[config.mk]
export PLATFORM = sky130hd
export DESIGN_NAME = mtc_quarter_frame_receiver
export DESIGN_NICKNAME = d
export VERILOG_FILES = /design/src/mqf_pkg.sv /design/src/mqf_alu.sv /design/src/mtc_quarter_frame_receiver.sv
export SDC_FILE = /design/constraint.sdc
export NUM_CORES = 1
export LEC_CHECK = 0
export BUFFER_PORTS_ARGS = -buffer_cell sky130_fd_sc_hd__buf_4
export CAP_MARGIN = 20
export CORE_UTILIZATION = 45
export DETAILED_ROUTE_END_ITERATION = 10
export PLACE_DENSITY = 0.63
export RECOVER_POWER = 25
export SYNTH_ARGS = -nofsm -noshare
export SYNTH_HDL_FRONTEND = slang
export SYNTH_SLANG_ARGS = --single-unit
[constraint.sdc]
create_clock -name clock -period 15.2 [get_ports clock]
set_input_delay 3.04 -clock clock [delete_from_list [all_inputs] [get_ports clock]]
set_output_delay 3.04 -clock clock [all_outputs]
set_load 0.05 [all_outputs]
[src/mqf_pkg.sv]
// ----------------------------------------------------------------------------
// mqf_pkg
// Types, constants and lookup functions of the time code quarter-frame
// receiver.
// ----------------------------------------------------------------------------
package mqf_pkg;

   // Width of the shared add/subtract unit (32-bit values plus guard bits)
   localparam int ALU_W = 34;

   // Input operation codes
   localparam logic OP_PIECE = 1'b0;
   localparam logic OP_TICK  = 1'b1;

   // Configuration register indexes
   localparam logic [1:0] CSR_RECEIVE_ENABLE = 2'd0;
   localparam logic [1:0] CSR_RECEIVE_OFFSET = 2'd1;

   // Time conversion constants
   localparam int FRAME_MS      = 1000;
   localparam int MINUTE_MS     = 60000;
   localparam int HOUR_MS       = 3600000;
   localparam int HOUR_LIMIT    = 20;
   localparam int START_WINDOW  = 100;
   localparam int DIV_STEPS     = 15;

   // Drift window on ticks: stop if external - clock leaves [LATE, EARLY]
   localparam logic signed [ALU_W-1:0] LATE_LIMIT  = -34'sd500;
   localparam logic signed [ALU_W-1:0] EARLY_LIMIT = 34'sd1000;

   typedef enum logic [1:0] {
      REQ_NONE     = 2'd0,
      REQ_START    = 2'd1,
      REQ_CONTINUE = 2'd2,
      REQ_STOP     = 2'd3
   } request_type;

   typedef enum logic [2:0] {
      S_IDLE,
      S_DIV,
      S_ACC,
      S_FIN,
      S_TICK,
      S_DONE
   } state_type;

   // Operands of the shared unit
   typedef struct packed {
      logic [ALU_W-1:0] a;
      logic [ALU_W-1:0] b;
      logic             sub;
   } alu_req_type;

   // Frame rate for a code type
   function automatic logic [4:0] rate_fps(input logic [1:0] ct);
      logic [4:0] r;
      unique case (ct)
         2'd0:    r = 5'd24;
         2'd1:    r = 5'd25;
         default: r = 5'd30;
      endcase
      return r;
   endfunction

   // Two-frame delay in milliseconds for a code type
   function automatic logic [6:0] delay_ms(input logic [1:0] ct);
      logic [6:0] d;
      unique case (ct)
         2'd0:    d = 7'd83;
         2'd1:    d = 7'd80;
         default: d = 7'd67;
      endcase
      return d;
   endfunction

endpackage

[src/mqf_alu.sv]
// ----------------------------------------------------------------------------
// mqf_alu
// Shared add/subtract unit used by the division, accumulate and tick steps of the sequencer.
// ----------------------------------------------------------------------------
module mqf_alu (
   input  mqf_pkg::alu_req_type     op,
   output logic [mqf_pkg::ALU_W-1:0] result
);
   import mqf_pkg::*;

   // Add, or subtract by two's complement
   always_comb begin
      if (op.sub) begin
         result = op.a + ~op.b + ALU_W'(1);
      end else begin
         result = op.a + op.b;
      end
   end

endmodule

[src/mtc_quarter_frame_receiver.sv]
// ----------------------------------------------------------------------------
// mtc_quarter_frame_receiver
// Collects quarter-frame pieces into a millisecond time and checks drift
// against the sequencer clock on millisecond ticks.
//
//   channel  handshake                         payload
//   req      req_valid / req_ready             operation, piece, clock, delay
//   rsp      rsp_valid / rsp_ready             time, completed, request, drift
//   csr      csr_write_enable (no wait)        csr_index, csr_write_data
//
// A completing piece 7 runs 15 restoring division steps for the frame term
// and 5 accumulate steps, all on the one shared adder, then finish and
// hand-off. Other pieces go straight to hand-off; ticks take a drift step first.
// One word is in work at a time; req_ready is low until its result moves to
// the output register, which holds while rsp_ready is low.
// Reset is synchronous and clears configuration, pieces, state, sync and output valid; no clearing pass.
// ----------------------------------------------------------------------------
module mtc_quarter_frame_receiver (
   input  logic        clock,
   input  logic        reset,
   input  logic        req_valid,
   output logic        req_ready,
   input  logic        req_operation,
   input  logic [2:0]  req_piece_index,
   input  logic [3:0]  req_piece_nibble,
   input  logic [31:0] req_internal_clock_ms,
   input  logic [31:0] req_caller_delay_ms,
   input  logic        req_sequencer_playing,
   input  logic        req_sequencer_winding,
   output logic        rsp_valid,
   input  logic        rsp_ready,
   output logic [31:0] rsp_external_time_ms,
   output logic        rsp_time_completed,
   output logic [1:0]  rsp_transport_request,
   output logic [31:0] rsp_drift_ms,
   input  logic        csr_write_enable,
   input  logic [1:0]  csr_index,
   input  logic [27:0] csr_write_data
);
   import mqf_pkg::*;

   // Configuration
   logic        enable_ff;
   logic [27:0] offset_ff;

   // Block state
   logic [3:0]  store_ff [8];
   logic        locked_ff;
   logic [31:0] ext_ff, ext_in;
   logic [31:0] last_seen_ff, last_seen_in;
   logic        sync_ff, sync_in;

   // Sequencer and working registers
   state_type   state_ff, state_in;
   logic [3:0]  cnt_ff, cnt_in;
   logic [14:0] num_ff, num_in;
   logic [14:0] quo_ff, quo_in;
   logic [4:0]  rem_ff, rem_in;
   logic [31:0] acc_ff, acc_in;
   logic [1:0]  ct_ff;
   logic        playing_ff, winding_ff;
   logic [31:0] clk_ff, cdelay_ff;

   // Result staging
   logic        res_done_ff, res_done_in;
   request_type res_req_ff, res_req_in;
   logic [31:0] res_drift_ff, res_drift_in;

   // Output register
   logic        rsp_valid_ff, rsp_valid_in;
   logic [31:0] rsp_time_ff;
   logic        rsp_done_ff;
   request_type rsp_req_ff;
   logic [31:0] rsp_drift_ff;
   logic        rsp_load;

   logic        accept;
   alu_req_type alu_op;
   logic [ALU_W-1:0] alu_res;

   // Decoded fields of the stored pieces
   logic [4:0]  frames;
   logic [5:0]  seconds, minutes;
   logic [4:0]  hours;

   assign accept  = req_valid && req_ready;
   assign frames  = {store_ff[1][0], store_ff[0]};
   assign seconds = {store_ff[3][1:0], store_ff[2]};
   assign minutes = {store_ff[5][1:0], store_ff[4]};
   assign hours   = {store_ff[7][0], store_ff[6]};

   mqf_alu u_alu (
      .op     (alu_op),
      .result (alu_res)
   );

   // Configuration writes
   always_ff @(posedge clock) begin
      if (reset) begin
         enable_ff <= 1'b0;
         offset_ff <= '0;
      end else if (csr_write_enable) begin
         if (csr_index == CSR_RECEIVE_ENABLE) begin
            enable_ff <= csr_write_data[0];
         end
         if (csr_index == CSR_RECEIVE_OFFSET) begin
            offset_ff <= csr_write_data;
         end
      end
   end

   // Store pieces and latch the word at accept
   always_ff @(posedge clock) begin
      if (reset) begin
         for (int i = 0; i < 8; i++) begin
            store_ff[i] <= '0;
         end
         locked_ff <= 1'b0;
      end else if (accept && req_operation == OP_PIECE && enable_ff) begin
         store_ff[req_piece_index] <= req_piece_nibble;
         if (req_piece_index == 3'd0) begin
            locked_ff <= 1'b1;
         end else if (req_piece_index == 3'd7) begin
            locked_ff <= 1'b0;
         end
      end
   end

   always_ff @(posedge clock) begin
      if (accept) begin
         ct_ff      <= req_piece_nibble[2:1];
         playing_ff <= req_sequencer_playing;
         winding_ff <= req_sequencer_winding;
         clk_ff     <= req_internal_clock_ms;
         cdelay_ff  <= req_caller_delay_ms;
      end
   end

   // Operand selection for the shared unit
   always_comb begin
      alu_op = '{a: '0, b: '0, sub: 1'b0};
      unique case (state_ff)
         S_DIV: begin
            alu_op.a   = ALU_W'({rem_ff, num_ff[14]});
            alu_op.b   = ALU_W'(rate_fps(ct_ff));
            alu_op.sub = 1'b1;
         end
         S_ACC: begin
            alu_op.a = ALU_W'(acc_ff);
            unique case (cnt_ff)
               4'd0: begin
                  alu_op.a = ALU_W'(quo_ff);
                  alu_op.b = ALU_W'(seconds) * ALU_W'(FRAME_MS);
               end
               4'd1: alu_op.b = ALU_W'(minutes) * ALU_W'(MINUTE_MS);
               4'd2: alu_op.b = ALU_W'(hours) * ALU_W'(HOUR_MS);
               4'd3: alu_op.b = ALU_W'(delay_ms(ct_ff));
               default: begin
                  alu_op.b   = ALU_W'($signed(offset_ff));
                  alu_op.sub = 1'b1;
               end
            endcase
         end
         S_TICK: begin
            alu_op.a   = ALU_W'($signed(ext_ff));
            alu_op.b   = ALU_W'($signed(clk_ff));
            alu_op.sub = 1'b1;
         end
         default: ;
      endcase
   end

   // Sequencer: next state and working values
   always_comb begin
      state_in     = state_ff;
      cnt_in       = cnt_ff;
      num_in       = num_ff;
      quo_in       = quo_ff;
      rem_in       = rem_ff;
      acc_in       = acc_ff;
      ext_in       = ext_ff;
      last_seen_in = last_seen_ff;
      sync_in      = sync_ff;
      res_done_in  = res_done_ff;
      res_req_in   = res_req_ff;
      res_drift_in = res_drift_ff;
      rsp_load     = 1'b0;
      req_ready    = (state_ff == S_IDLE);

      unique case (state_ff)
         S_IDLE: begin
            if (accept) begin
               res_done_in  = 1'b0;
               res_req_in   = REQ_NONE;
               res_drift_in = '0;
               if (req_operation == OP_TICK) begin
                  state_in = S_TICK;
               end else if (enable_ff && locked_ff && req_piece_index == 3'd7) begin
                  // frames * 1000, divided below by the frame rate
                  num_in   = 15'(frames * 15'(FRAME_MS));
                  quo_in   = '0;
                  rem_in   = '0;
                  cnt_in   = '0;
                  state_in = S_DIV;
               end else begin
                  state_in = S_DONE;
               end
            end
         end
         S_DIV: begin
            // Keep the trial remainder when it did not go negative
            if (alu_res[ALU_W-1]) begin
               rem_in = {rem_ff[3:0], num_ff[14]};
            end else begin
               rem_in = alu_res[4:0];
            end
            quo_in = {quo_ff[13:0], ~alu_res[ALU_W-1]};
            num_in = {num_ff[13:0], 1'b0};
            if (cnt_ff == 4'(DIV_STEPS - 1)) begin
               cnt_in   = '0;
               state_in = S_ACC;
            end else begin
               cnt_in = cnt_ff + 4'd1;
            end
         end
         S_ACC: begin
            // Drop the whole decoded time when hours are out of range
            if (cnt_ff == 4'd2 && hours > 5'(HOUR_LIMIT)) begin
               acc_in = '0;
            end else begin
               acc_in = alu_res[31:0];
            end
            if (cnt_ff == 4'd4) begin
               state_in = S_FIN;
            end else begin
               cnt_in = cnt_ff + 4'd1;
            end
         end
         S_FIN: begin
            ext_in      = acc_ff;
            res_done_in = 1'b1;
            if (!sync_ff && !playing_ff && !acc_ff[31] && !winding_ff) begin
               sync_in    = 1'b1;
               res_req_in = (acc_ff < 32'(START_WINDOW)) ? REQ_START : REQ_CONTINUE;
            end
            state_in = S_DONE;
         end
         S_TICK: begin
            if ($signed(alu_res) < LATE_LIMIT || $signed(alu_res) > EARLY_LIMIT) begin
               sync_in    = 1'b0;
               res_req_in = REQ_STOP;
            end
            if (last_seen_ff != ext_ff) begin
               res_drift_in = alu_res[31:0];
               last_seen_in = ext_ff;
            end else begin
               res_drift_in = cdelay_ff;
            end
            state_in = S_DONE;
         end
         S_DONE: begin
            // Hand off once the output register is free
            if (!rsp_valid_ff || rsp_ready) begin
               rsp_load = 1'b1;
               state_in = S_IDLE;
            end
         end
         default: state_in = S_IDLE;
      endcase
   end

   always_ff @(posedge clock) begin
      if (reset) begin
         state_ff     <= S_IDLE;
         ext_ff       <= '0;
         last_seen_ff <= '1;
         sync_ff      <= 1'b0;
      end else begin
         state_ff     <= state_in;
         ext_ff       <= ext_in;
         last_seen_ff <= last_seen_in;
         sync_ff      <= sync_in;
      end
   end

   always_ff @(posedge clock) begin
      cnt_ff       <= cnt_in;
      num_ff       <= num_in;
      quo_ff       <= quo_in;
      rem_ff       <= rem_in;
      acc_ff       <= acc_in;
      res_done_ff  <= res_done_in;
      res_req_ff   <= res_req_in;
      res_drift_ff <= res_drift_in;
   end

   // Output register
   assign rsp_valid_in = rsp_load || (rsp_valid_ff && !rsp_ready);

   always_ff @(posedge clock) begin
      if (reset) begin
         rsp_valid_ff <= 1'b0;
      end else begin
         rsp_valid_ff <= rsp_valid_in;
      end
   end

   always_ff @(posedge clock) begin
      if (rsp_load) begin
         rsp_time_ff  <= ext_ff;
         rsp_done_ff  <= res_done_ff;
         rsp_req_ff   <= res_req_ff;
         rsp_drift_ff <= res_drift_ff;
      end
   end

   assign rsp_valid             = rsp_valid_ff;
   assign rsp_external_time_ms  = rsp_time_ff;
   assign rsp_time_completed    = rsp_done_ff;
   assign rsp_transport_request = rsp_req_ff;
   assign rsp_drift_ms          = rsp_drift_ff;

`ifndef SYNTHESIS
   // One word in work at a time
   a_single_word: assert property (@(posedge clock) disable iff (reset)
      accept |=> !req_ready)
      else $error("new word taken while one is in work");

   // A completed time never comes with a stop request
   a_no_stop_on_done: assert property (@(posedge clock) disable iff (reset)
      rsp_valid |-> !(rsp_time_completed && rsp_transport_request == REQ_STOP))
      else $error("stop request on a completed time");

   // Division runs a bounded number of steps
   a_div_bound: assert property (@(posedge clock) disable iff (reset)
      state_ff == S_DIV |-> cnt_ff < 4'(DIV_STEPS))
      else $error("division step count out of range");

   // The output register is loaded only when free or draining
   a_no_overwrite: assert property (@(posedge clock) disable iff (reset)
      rsp_load |-> (!rsp_valid_ff || rsp_ready))
      else $error("pending result overwritten");
`endif

endmodule

==> results.md <==
- Hold Path Depth: 0
- Post-cts repair resize count: 0
- Post-Route Setup TNS: 0 ns
- #FFs+latches synth: 359
- Top cells by count, synth: edfxtp_1 (260), nand2_1 (258), a21oi_1 (191)
- Finished Layout Cells: 3,069
- Final setup violation count: 0
- Skew final: 0.0315 ns
- RSZ-0062 raised after global routing: no
- Layout area overhead: 14.4%
- Worst setup SP type: flop
- Setup ws final: 4.62 ns
- Hold Vio Cnt, Final: 0
- Worst reg2reg path endpoint: res_req_ff[0]
- Total CTS buffers: 41
- Cells after synthesis: 2,236
- Routed WL: 63.3 mm
- Largest area contributor in the netlist: edfxtp_1
- Critical Path Sink Type: flop
- Worst Hold Launch: res_drift_ff[16]
- Final period util: 69.6%
- Tot GR Track Use: 25.1%
- Post-synth top flop: edfxtp_1
- Die area: 50,700 um^2
- Pwr per Cell Area: 179 nW/um^2
- Top-count cell post-synth: edfxtp_1
- Fin util: 52.3%
- Synth unique cells: 90
- Ports: 178
- Clock latency at the later pin of the worst-skew pair: 0.57 ns
- Crit path max fanout: 41
- GRT overflow: 0
- Worst-path clk slew: 0.06 ns
- Total power: 4.59 mW
- FF-to-FF Start: state_ff[2]
- Mux contribution to synthesized area: 2.86%
- F_max: 94.5 MHz
- XOR/XNOR Fraction of Synth Area: 4.18%
- Die H: 225 um
- Arrival time worst endpoint: 10.89 ns
- Main combinational cell family by area after synthesis: compound AO/OA/AOI/OAI gates
- Pre-CTS worst setup slack: 6.71 ns
- Root Buffer: clkbuf_16
- Final Critical Period: 10.58 ns
- Slew Viols, Final: 150
- Dominant cells by area after synthesis: edfxtp_1 (35%), ha_1 (10%), dfxtp_1 (8.8%)
- Maximum VDD drop: 0.0964 mV
- Vias in the first global route: 17,300
- Num rows: 81
- # H-tree levels: 2
- GP Congestion: 0.936
- Status: finished with violations
- Drt wl/cell: 20.6 um
- Die width: 225 um
- Asr flop ratio synth: 0%
- First-pass GRT wire length: 97.9 mm
- Core region area: 49,100 um^2
- Adder-Cell Fraction of Synth Area: 14.8%
- CTS hold repair buffers: 0
- Slack of the worst reg-to-reg path: 4.62 ns
- Area of the multi-input gates: 11,500 um^2
- Compound-gate portion of the synthesized area: 15.6%
- Post-Synth Simple-Gate Area: 13.8%
- Iter 0 DRT Violations: 1,208
- Final Hold Slack: 0.419 ns
- Slew headroom: -52.8%
- TritonCTS clock tree: yes
- DP Wirelength: 47.9 mm
- Tightest Hold Check Type: reg -> reg
- DR pass1 iterations: 5
- Via count: 17,200
- Placed cell count: 2,993
- Crit path required time: 15.50 ns
- Placed cell area: 24,300 um^2
- Critical path's most frequent cell: o31a_1
- Worst reg2reg path depth: 20
- Final Instance Area: 25,700 um^2
- Setup bufs post-CTS: 0
- Crit-path cells: nor2b_1 > nand2b_1 > clkinvlp_2 > o31a_1 > buf_4 > a222oi_1 > inv_1 > ha_1 > o311ai_0 > a211oi_1 > o311ai_1 > o211ai_1 > a2111oi_1 > a21oi_1 > o31a_1 > nor2_1 > nand4_1 > or4_1 > a31oi_1 > nand3_1
- Initial antenna violation count: 0
- Synthesized area: 22,400 um^2
- Failing checks: max-capacitance violations, max-slew violations
- Kind of critical path: reg -> reg
- Clock Path Buffers: 3
- Net Count, Synth: 2,581
- Layout cell share with drive strength beyond 1: 12.6%
- Number of enable flip-flop cells after synthesis: 260
- Buffers on Ports: 177
- Max_cap viols: 4
- # diodes: 0
- Seq/Total Area, Yosys: 43.7%
- Worst-margin pin slew: 2.28 ns
- P_leak: 10.6 nW
- Worst Hold End: rsp_drift_ms[16]
- # fillers: 4,550
- Total Nets Final: 2,717
- CP peak stage delay: 2.56 ns
- Synth top area share: 34.8%
- CTS sink cnt: 359
- Drc violations: 0
- FF/Latch Area: 9790 um^2
- Largest net degree at the start of global routing: 68
- Post-route ant nets: 0
- Slowest cell on the critical path: clkinvlp_2
- Ys Warns: 0
- Synthesized area per cell: 10.0 um^2
- Vias per cell: 5.59
- Initial Utilization: 45.7%
==> cell usage in the layout (no fill, tap or decap), types with 47 or more instances in the layout <==
| cell | netlist | final |
|---|---|---|
| o21ai_0 | 67 | 67 |
| clkbuf_4 | 0 | 47 |
| xnor2_1 | 85 | 85 |
| edfxtp_1 | 260 | 260 |
| nand2_1 | 258 | 257 |
| nor2_1 | 159 | 158 |
| a21oi_1 | 191 | 190 |
| mux2i_1 | 64 | 64 |
| buf_4 | 2 | 147 |
| inv_1 | 179 | 178 |
| fa_1 | 49 | 49 |
| dfxtp_1 | 99 | 99 |
| ha_1 | 187 | 187 |
==> worst max-delay path by stage <==
stage,from,to,slack [ns],depth (start not counted)
floorplan,store_ff[2][2],res_req_ff[0],7.68,33
global placement,store_ff[2][2],res_req_ff[0],6.79,31
finish,state_ff[2],res_req_ff[0],4.62,20
CTS,store_ff[6][3],res_req_ff[0],6.66,34
global route,state_ff[2],res_req_ff[0],4.06,20
detailed placement,store_ff[6][3],res_req_ff[0],6.71,34
==> power by group <==
group	switching [mW]	internal, mW	total (mW)
Sequential	0.114	1.37	1.49
Combinational	1.39	0.721	2.12
Clock	0.415	0.574	0.989
Total	1.92	2.67	4.59
==> registers in the layout, indices dropped and copies added, names as in the netlist, 32 cells and up <==
name,count
ext_ff,32
rsp_drift_ms,32
rsp_external_time_ms,32
last_seen_ff,32
cdelay_ff,32
acc_ff,32
clk_ff,32
res_drift_ff,32
==> area by class of cell <==
cell class	instances	area share [%]
Sequential cell	359	38.2
Timing Repair Buffer	197	5.72
Multi-Input combinational cell	1590	45.0
Clock inverter	28	1.10
Inverter	183	2.69
Clock buffer	48	4.14
Tap cell	664	3.24
==> cell families after synthesis <==
kind of cell | count (synthesis)
flip-flops | 359
AND/OR/NAND/NOR | 656
adder cells (fa/ha/maj) | 236
multiplexers | 64
AO/OA/AOI/OAI | 527
XOR/XNOR | 107
buffers and inverters | 287
==> critical path, delay by kind of cell (launching register included) <==
| kind | cells | cell delay [ns] |
|---|---|---|
| AO/OA/AOI/OAI | 10 | 4.15 |
| buffers and inverters | 3 | 2.87 |
| AND/OR/NAND/NOR | 6 | 2.44 |
| flip-flops | 1 | 0.59 |
| adder cells (fa/ha/maj) | 1 | 0.25 |
==> metal layers <==
layer / routed length (um) / global-route usage (%) / share of wire [%] / vias to the layer above
li1: - / - / - / 8269
met1: 28000 / 32.9 / 44 / 8343
met2: 30700 / 42.8 / 48 / 437
met3: 2530 / 2.62 / 4.0 / 101
met4: 2100 / 9.17 / 3.3 / 0
met5: 0 / 0 / 0 / -
Power figures use the tool's default switching activity.
